$ cat src/sv/sfs_pkg.sv
// Shared types, constants and helper functions of the sprite frame sequencer.
package sfs_pkg;

	localparam int MAX_FRAMES = 256;
	localparam int FRAME_W    = $clog2(MAX_FRAMES);
	localparam int COUNT_W    = FRAME_W + 1;
	localparam int TICK_W     = 8;
	localparam logic [TICK_W-1:0] TICK_MAX = '1;

	typedef enum logic [1:0] {
		CMD_LOAD    = 2'd0,
		CMD_START   = 2'd1,
		CMD_ADVANCE = 2'd2
	} cmd_t;

	typedef enum logic {
		REG_FRAME_COUNT = 1'b0,
		REG_STRIP_DELAY = 1'b1
	} reg_idx_t;

	typedef struct packed {
		logic [FRAME_W-1:0] frame;
		logic [TICK_W-1:0]  countdown;
		logic               looping;
		logic               reset_on_finish;
		logic               done;
	} seq_state_t;

	// Clamp the frame count register to 1..MAX_FRAMES.
	function automatic logic [COUNT_W-1:0] eff_count(input logic [COUNT_W-1:0] fc);
		logic [COUNT_W-1:0] n;
		begin
			n = fc;
			if (fc == '0) begin
				n = COUNT_W'(1);
			end else if (fc > COUNT_W'(MAX_FRAMES)) begin
				n = COUNT_W'(MAX_FRAMES);
			end
			return n;
		end
	endfunction

	// Frame a start command begins at.
	function automatic logic [FRAME_W-1:0] start_frame(input logic [COUNT_W-1:0] n,
			input logic at_last, input logic [FRAME_W-1:0] fidx);
		logic [COUNT_W-1:0] last;
		logic [FRAME_W-1:0] f;
		begin
			last = n - COUNT_W'(1);
			f = fidx;
			if (at_last || ({1'b0, fidx} >= n)) begin
				f = last[FRAME_W-1:0];
			end
			return f;
		end
	endfunction

	// Frame that follows f: the next one, or frame 0 past the end.
	function automatic logic [FRAME_W-1:0] next_frame(input logic [COUNT_W-1:0] n,
			input logic [FRAME_W-1:0] f);
		logic [COUNT_W-1:0] inc;
		begin
			inc = {1'b0, f} + COUNT_W'(1);
			return (inc < n) ? inc[FRAME_W-1:0] : '0;
		end
	endfunction

	// Strip delay plus frame delay, saturating.
	function automatic logic [TICK_W-1:0] reload_sum(input logic [TICK_W-1:0] a,
			input logic [TICK_W-1:0] b);
		logic [TICK_W:0] sum;
		begin
			sum = {1'b0, a} + {1'b0, b};
			return sum[TICK_W] ? TICK_MAX : sum[TICK_W-1:0];
		end
	endfunction

endpackage

$ cat src/sv/sfs_ram.sv
// Generic single-clock RAM, one write port and one registered read port.
module sfs_ram #(
	parameter int WIDTH = 8,
	parameter int DEPTH = 256
) (
	input  logic                     clk,
	input  logic                     we,
	input  logic [$clog2(DEPTH)-1:0] waddr,
	input  logic [WIDTH-1:0]         wdata,
	input  logic                     re,
	input  logic [$clog2(DEPTH)-1:0] raddr,
	output logic [WIDTH-1:0]         rdata
);

	logic [WIDTH-1:0] mem_q [DEPTH];

	always_ff @(posedge clk) begin
		if (we) begin
			mem_q[waddr] <= wdata;
		end
		if (re) begin
			rdata <= mem_q[raddr];
		end
	end

endmodule

$ cat src/sv/sprite_frame_sequencer.sv
// Top level of the sprite frame sequencer: command stage, table RAM and result register.
//
// Animation frame sequencer for one strip. Each input transaction carries one command
// (s_tuser: load a frame's hold delay, start the strip, or advance it by a number of
// ticks) and produces exactly one result transaction with the active flag, the frame
// now shown, the done flag and the ticks left on that frame. The block takes one
// command per clock while s_tready is high. The per-frame delay table (a 256 x 8 RAM
// with registered read) is read at the edge that accepts a command; the command then
// waits in stage 1 until the result register is empty or being taken, and is applied
// to the sequencer state at the same edge that loads the result register.
// The table read address for a command is formed from the state as the previous
// command leaves it, so commands may follow each other in consecutive cycles. A result
// register on the output lets one more command enter while a finished result still
// waits; with both full, s_tready drops until m_tready returns. The delay
// table has no reset and needs no clearing pass; the frame whose delay is used must
// have been loaded first. Configuration (frame_count, strip_delay) is written through
// cfg_wen / cfg_index / cfg_data and must only change while no command is in flight.
module sprite_frame_sequencer (
	input  logic        clk,
	input  logic        arst_n,
	// Command stream
	input  logic        s_tvalid,
	output logic        s_tready,
	// [7:0] frame_index, [15:8] delay_value, [16] start_at_last, [17] loop_mode,
	// [18] reset_when_done, [19] hold_first, [27:20] advance_steps, [31:28] zero
	input  logic [31:0] s_tdata,
	// [1:0] cmd
	input  logic [1:0]  s_tuser,
	// Result stream
	output logic        m_tvalid,
	input  logic        m_tready,
	// [0] active, [8:1] current_frame, [9] finished, [17:10] ticks_left, [23:18] zero
	output logic [23:0] m_tdata,
	// Configuration writes
	input  logic        cfg_wen,
	input  logic        cfg_index,
	input  logic [8:0]  cfg_data
);

	localparam int FW = sfs_pkg::FRAME_W;
	localparam int CW = sfs_pkg::COUNT_W;
	localparam int TW = sfs_pkg::TICK_W;

	// Configuration registers
	logic [CW-1:0] frame_count_q;
	logic [TW-1:0] strip_delay_q;

	always_ff @(posedge clk or negedge arst_n) begin
		if (!arst_n) begin
			frame_count_q <= CW'(1);
			strip_delay_q <= '0;
		end else if (cfg_wen) begin
			case (sfs_pkg::reg_idx_t'(cfg_index))
				sfs_pkg::REG_FRAME_COUNT: frame_count_q <= cfg_data[CW-1:0];
				sfs_pkg::REG_STRIP_DELAY: strip_delay_q <= cfg_data[TW-1:0];
				default: ;
			endcase
		end
	end

	logic [CW-1:0] n_eff;
	assign n_eff = sfs_pkg::eff_count(frame_count_q);

	// Unpack the command fields
	sfs_pkg::cmd_t in_cmd;
	logic [FW-1:0] in_fidx;
	logic [TW-1:0] in_dval;
	logic          in_at_last, in_loop, in_rst, in_hold;
	logic [TW-1:0] in_steps;

	assign in_cmd     = sfs_pkg::cmd_t'(s_tuser);
	assign in_fidx    = s_tdata[7:0];
	assign in_dval    = s_tdata[15:8];
	assign in_at_last = s_tdata[16];
	assign in_loop    = s_tdata[17];
	assign in_rst     = s_tdata[18];
	assign in_hold    = s_tdata[19];
	assign in_steps   = s_tdata[27:20];

	// Stage 1: command register, aligned with the table read data
	logic          vld_s1;
	sfs_pkg::cmd_t cmd_s1;
	logic [FW-1:0] fidx_s1;
	logic          at_last_s1, loop_s1, rst_s1, hold_s1;
	logic [TW-1:0] steps_s1;

	logic out_vld_q;
	logic s1_move;
	logic in_accept;

	// Stage 1 drains into the result register when it is empty or being taken
	assign s1_move   = vld_s1 && (!out_vld_q || m_tready);
	assign s_tready  = !vld_s1 || s1_move;
	assign in_accept = s_tvalid && s_tready;

	always_ff @(posedge clk or negedge arst_n) begin
		if (!arst_n) begin
			vld_s1 <= 1'b0;
		end else if (in_accept) begin
			vld_s1 <= 1'b1;
		end else if (s1_move) begin
			vld_s1 <= 1'b0;
		end
	end

	always_ff @(posedge clk) begin
		if (in_accept) begin
			cmd_s1     <= in_cmd;
			fidx_s1    <= in_fidx;
			at_last_s1 <= in_at_last;
			loop_s1    <= in_loop;
			rst_s1     <= in_rst;
			hold_s1    <= in_hold;
			steps_s1   <= in_steps;
		end
	end

	// Sequencer state
	sfs_pkg::seq_state_t st_q, st_nxt, st_base;
	logic                act_nxt;
	logic [TW-1:0]       rd_delay;
	logic [TW-1:0]       reload;
	logic [FW-1:0]       f_start;

	assign reload  = sfs_pkg::reload_sum(strip_delay_q, rd_delay);
	assign f_start = sfs_pkg::start_frame(n_eff, at_last_s1, fidx_s1);

	// Apply the command in stage 1 to the state
	always_comb begin
		st_nxt  = st_q;
		act_nxt = !st_q.done;
		case (cmd_s1)
			sfs_pkg::CMD_LOAD: ;
			sfs_pkg::CMD_START: begin
				st_nxt.frame           = f_start;
				st_nxt.looping         = loop_s1 && (n_eff != CW'(1));
				st_nxt.reset_on_finish = rst_s1;
				st_nxt.done            = 1'b0;
				st_nxt.countdown       = (hold_s1 && reload != sfs_pkg::TICK_MAX) ?
					reload + TW'(1) : reload;
				act_nxt                = 1'b1;
			end
			sfs_pkg::CMD_ADVANCE: begin
				if (st_q.done) begin
					act_nxt = 1'b0;
				end else if (st_q.countdown >= steps_s1) begin
					st_nxt.countdown = st_q.countdown - steps_s1;
					act_nxt          = 1'b1;
				end else if (({1'b0, st_q.frame} + CW'(1)) < n_eff) begin
					st_nxt.frame     = st_q.frame + FW'(1);
					st_nxt.countdown = reload;
					act_nxt          = 1'b1;
				end else if (st_q.looping) begin
					st_nxt.frame     = '0;
					st_nxt.countdown = reload;
					act_nxt          = 1'b1;
				end else begin
					// Last frame ran out: finish, optionally rewind to frame 0
					st_nxt.done = 1'b1;
					if (st_q.reset_on_finish) begin
						st_nxt.frame     = '0;
						st_nxt.countdown = sfs_pkg::TICK_MAX;
						act_nxt          = 1'b1;
					end else begin
						act_nxt = 1'b0;
					end
				end
			end
			default: ;
		endcase
	end

	always_ff @(posedge clk or negedge arst_n) begin
		if (!arst_n) begin
			st_q <= '0;
		end else if (s1_move) begin
			st_q <= st_nxt;
		end
	end

	// Table access at acceptance. The read address uses the state as the command
	// now leaving stage 1 will leave it, so back-to-back advances see the right frame.
	logic          ram_we, ram_re;
	logic [FW-1:0] ram_raddr;

	assign st_base   = s1_move ? st_nxt : st_q;
	assign ram_we    = in_accept && (in_cmd == sfs_pkg::CMD_LOAD);
	assign ram_re    = in_accept && (in_cmd != sfs_pkg::CMD_LOAD);
	assign ram_raddr = (in_cmd == sfs_pkg::CMD_START) ?
		sfs_pkg::start_frame(n_eff, in_at_last, in_fidx) :
		sfs_pkg::next_frame(n_eff, st_base.frame);

	sfs_ram #(
		.WIDTH (TW),
		.DEPTH (sfs_pkg::MAX_FRAMES)
	) u_delay_ram (
		.clk   (clk),
		.we    (ram_we),
		.waddr (in_fidx),
		.wdata (in_dval),
		.re    (ram_re),
		.raddr (ram_raddr),
		.rdata (rd_delay)
	);

	// Result register: hold until the transaction completes
	logic [23:0] out_data_q;

	always_ff @(posedge clk or negedge arst_n) begin
		if (!arst_n) begin
			out_vld_q <= 1'b0;
		end else if (s1_move) begin
			out_vld_q <= 1'b1;
		end else if (m_tready) begin
			out_vld_q <= 1'b0;
		end
	end

	always_ff @(posedge clk) begin
		if (s1_move) begin
			out_data_q <= {6'd0, st_nxt.countdown, st_nxt.done, st_nxt.frame, act_nxt};
		end
	end

	assign m_tvalid = out_vld_q;
	assign m_tdata  = out_data_q;

	// Stage 1 never blocks new commands while it is empty
	a_ready_when_empty: assert property (@(posedge clk) disable iff (!arst_n)
		!vld_s1 |-> s_tready)
		else $error("command stage empty but not ready");

	// State only changes when a command retires from stage 1
	a_state_hold: assert property (@(posedge clk) disable iff (!arst_n)
		!s1_move |=> $stable(st_q))
		else $error("sequencer state changed without a command");

	// Finished yet active only after a rewind-on-finish, which shows frame 0 at full count
	a_rewind_result: assert property (@(posedge clk) disable iff (!arst_n)
		(m_tvalid && m_tdata[0] && m_tdata[9]) |->
			(m_tdata[8:1] == '0 && m_tdata[17:10] == sfs_pkg::TICK_MAX))
		else $error("finished and active without rewind to frame 0");

	// A table write and a table read never come from the same transaction
	a_ram_port: assert property (@(posedge clk) disable iff (!arst_n)
		!(ram_we && ram_re))
		else $error("delay table written and read together");

endmodule
$ cat config.mk
export PLATFORM = sky130hd
export DESIGN_NAME = sprite_frame_sequencer
export DESIGN_NICKNAME = d
export VERILOG_FILES = /design/src/sv/sfs_pkg.sv /design/src/sv/sfs_ram.sv /design/src/sv/sprite_frame_sequencer.sv
export SDC_FILE = /design/constraint.sdc
export NUM_CORES = 2
export LEC_CHECK = 0
export BUFFER_PORTS_ARGS = -buffer_cell sky130_fd_sc_hd__buf_2
export CORE_MARGIN = 2
export CORE_UTILIZATION = 55
export CTS_CLUSTER_SIZE = 20
export DETAILED_ROUTE_END_ITERATION = 16
export GPL_TIMING_DRIVEN = 1
export PLACE_DENSITY = 0.74
export SLEW_MARGIN = 25
export SYNTH_ARGS = -nofsm -noshare
export SYNTH_HDL_FRONTEND = slang
export SYNTH_SLANG_ARGS = --single-unit
export TNS_END_PERCENT = 1
$ cat constraint.sdc
create_clock -name clk -period 6.5 [get_ports clk]
set_clock_uncertainty 0.2 [all_clocks]
set_input_delay 0.325 -clock clk [delete_from_list [all_inputs] [get_ports clk]]
set_output_delay 0.325 -clock clk [all_outputs]
set_load 0.01 [all_outputs]
==> flow_metrics.env <==
export IMPL_slowest_stage="o31ai_4"
export IMPL_drtAntennaViolNets=0
export IMPL_core_area_sq_um=160000
export IMPL_grt_pass1_wl_um=386000
export IMPL_worst_pin_slew_ns=1.21
export IMPL_drive_gt1_share_pct=19.3
export IMPL_dpl_worst_slack_ns=-1.68
export IMPL_synth_seq_area_share_pct=72.1
export IMPL_violations="setup timing"
export IMPL_setup_slack_ns=-1.04
export IMPL_synth_area_sq_um=88600
export IMPL_busiest_layer="met2"
export IMPL_drtIter0Drc=9478
export IMPL_hold_path_class="input pin to flip-flop"
export IMPL_fin_crit_sh_pct=116
export IMPL_grt_util_met3_pct=7.10
export IMPL_rsz0062_at_grt="true"
export IMPL_cp_max_fo=14
export IMPL_intPower_mw=29.4
export IMPL_nets=7198
export IMPL_num_rows=147
export IMPL_die_w_um=405
export IMPL_power_share_clock_pct=25.5
export IMPL_fin_util_pct=66.1
export IMPL_fillers=10700
export IMPL_timing_critical_path_mode_cell="buf_4"
export IMPL_holdWs_ns=0.0338
export IMPL_max_freq_mhz=133
export IMPL_numCtsBuffers=204
export IMPL_finalHoldViolations=0
export IMPL_drc_errors=0
export IMPL_area_delta_synth_final_pct=19.4
export IMPL_htreeDepth=4
export IMPL_max_slew_margin_rel_pct=19.2
export IMPL_wirelength_um=264000
export IMPL_via_count=62200
export IMPL_cts_clk_slew_worst_paths_ns=0.06
export IMPL_grt_pass1_vias=60000
export IMPL_seqPwrFrac_pct=33.6
export IMPL_start_util_pct=55.3
export IMPL_viasPerCell=6.60
export IMPL_grt_remaining_overflow=0
export IMPL_synth_edf_count=2096
export IMPL_clockBufferDepth=3
export IMPL_synth_flop_cell="edfxtp_1"
export IMPL_place_area_sq_um=95900
export IMPL_place_port_buffers=64
export IMPL_drt_pass1_iter_count=7
export IMPL_power_density_nw_per_um2=434
export IMPL_finalSetupViolCount=8
export IMPL_critPathMaxStageDelay_ns=0.51
export IMPL_syn_inst=6544
export IMPL_power_switching_mw=16.6
export IMPL_power_mw=45.9
export IMPL_mostFrequentLayoutCells="edfxtp_1, nand2_1, buf_4"
export IMPL_ioPinCount=75
export IMPL_grtUsageMet2_pct=48.6
export IMPL_die_area_sq_um=164000
export IMPL_gp_congestion=0.959
export IMPL_pwr_share_comb_pct=40.9
export IMPL_worstPathArrival_ns=7.91
export IMPL_drv_cap=0
export IMPL_slew_viol_final=0
export IMPL_hpwl_um=156000
export IMPL_rrSetupSlack_ns=-1.04
export IMPL_cts_root_buf="clkbuf_16"
export IMPL_use_met1_pct=42.6
export IMPL_status="complete, but fails checks"
export IMPL_grt_max_degree=189
export IMPL_clk_latency_ns=0.88
export IMPL_post_drt_wl_per_cell_um=28.0
export IMPL_antenna_found_initial=11
export IMPL_die_height_um=405
export IMPL_yosysWarnings=0
export IMPL_synth_area_per_cell_sq_um=13.5
export IMPL_cp_start_kind="flip-flop"
export IMPL_final_common_cell="edfxtp_1"
export IMPL_cts_tree="built"
export IMPL_synth_async_reset_ratio_pct=1.78
export IMPL_critical_path_endpoint_type="flip-flop"
export IMPL_numClockSinks=2134
export IMPL_synth_cell_types=89
export IMPL_grtUsageTotal_pct=31.6
export IMPL_p_leak_nw=36.4
export IMPL_required_ns=6.87
export IMPL_switching_share_pct=36.0
export IMPL_peakVddDrop_mv=0.335
export IMPL_ys_ff_latch=2134
export IMPL_fin_crit_ns=7.54
export IMPL_worstSetupPathType="flip-flop to flip-flop"
export IMPL_final_area_sq_um=106000
## synth_stat cells (all sizes together) (29+ instances only)
library cell  count  area share (%)
edfxtp         2096              71
nand2          1288             5.5
and3            430             3.0
a211oi          424             3.6
a311oi          416             4.1
nor2            310             1.3
clkbuf          269             1.1
buf             261             1.5
o21ai           214             1.2
nand3           193             1.1
a31oi            86            0.62
ha               55            0.78
nand4            54            0.40
inv              38            0.16
dfrtp            37             1.0
a21oi            36            0.20
nor3             31            0.19
mux2             29            0.37
## per-layer routing
metal	up-vias	routed length, um
li1	26400	-
met2	4415	121000
met4	6	14200
met3	774	32400
met5	-	35
met1	30600	95500
## state kept, by name, summed over array words and instances, names as in the netlist, 2 cells and up
name	cells
steps_s1	8
frame_count_q	9
m_tdata	18
u_delay_ram.rdata	8
cmd_s1	2
st_q	19
u_delay_ram.mem_q	2048
strip_delay_q	8
fidx_s1	8
## final timing paths
kind	end	depth (start not counted)	startpoint
min in group asynchronous	frame_count_q[0]$_DFFE_PN1P_	3	arst_n
hold / removal	steps_s1[1]$_DFFE_PP_	2	s_tdata[21]
max in group asynchronous	st_q[11]$_DFF_PN0_	4	arst_n
hold reg to reg	st_q[1]$_DFFE_PN0P_	1	rst_s1$_DFFE_PP_
setup reg to reg	u_delay_ram.rdata[6]$_DFFE_PP_	32	st_q[13]$_DFF_PN0_
setup / recovery	u_delay_ram.rdata[6]$_DFFE_PP_	32	st_q[13]$_DFF_PN0_
## cell families (layout without fill, tap and decap cells)
family | Yosys count | in the layout | share of synthesized area, %
adder cells (fa/ha/maj) | 57 | 57 | 0.822
multiplexers | 36 | 36 | 0.452
other | 1 | 14 | 0.00423
flip-flops | 2134 | 2134 | 72.1
XOR/XNOR | 24 | 24 | 0.237
AO/OA/AOI/OAI | 1347 | 1347 | 11.5
AND/OR/NAND/NOR | 2377 | 2377 | 12.1
buffers and inverters | 568 | 1276 | 2.81
## power groups by stage
stage / registers [mW] / logic [mW] / clock network (mW)
after floorplan: 15.7 / 8.56 / 0
after global placement: 15.7 / 15.6 / 0
after detailed placement: 15.7 / 15.9 / 0
after CTS: 15.4 / 17.9 / 11.7
after global routing: 15.4 / 19.6 / 12.3
final: 15.4 / 18.8 / 11.7
## worst max-delay path: cells and delay by family (launching register included)
family | cells | cell delay, ns
buffers and inverters | 8 | 1.70
and+or+nand+nor | 12 | 2.27
xor gates and xnor gates | 1 | 0.11
AOI/OAI and AO/OA | 9 | 2.01
DFF | 1 | 0.35
adders and majority gates | 2 | 0.59
## per-stage QoR
step,TNS [ns],instances
2_1_floorplan,0,6549
3_3_place_gp,-10.46,8922
3_5_place_dp,-11.25,8923
4_1_cts,-6.91,9414
5_1_grt,-9.61,9419
6_report,-7.73,9425
## what timing repair did
action | CTS | global route
setup endpoints to repair | 8 | 8
setup buffers | 36 | 2
resized for setup | 273 | 103
cloned | 22 | 1
hold buffers | 64 | 0
pin swaps | 106 | 50
hold endpoints to repair | 837 | 0
## final cells by class
| class | count | area, sq um | area share [%] |
|---|---|---|---|
| Clock buffer | 248 | 5290 | 5.00 |
| Sequential cell | 2134 | 63900 | 60.4 |
| Clock inverter | 123 | 1210 | 1.15 |
| Antenna cell | 8 | 20.0 | 0.0189 |
| Timing Repair Buffer | 867 | 8650 | 8.18 |
| Inverter | 38 | 145 | 0.137 |
| Multi-Input combinational cell | 3847 | 23900 | 22.6 |
| Tap cell | 2160 | 2700 | 2.55 |
(Power assumes the default switching activity.)
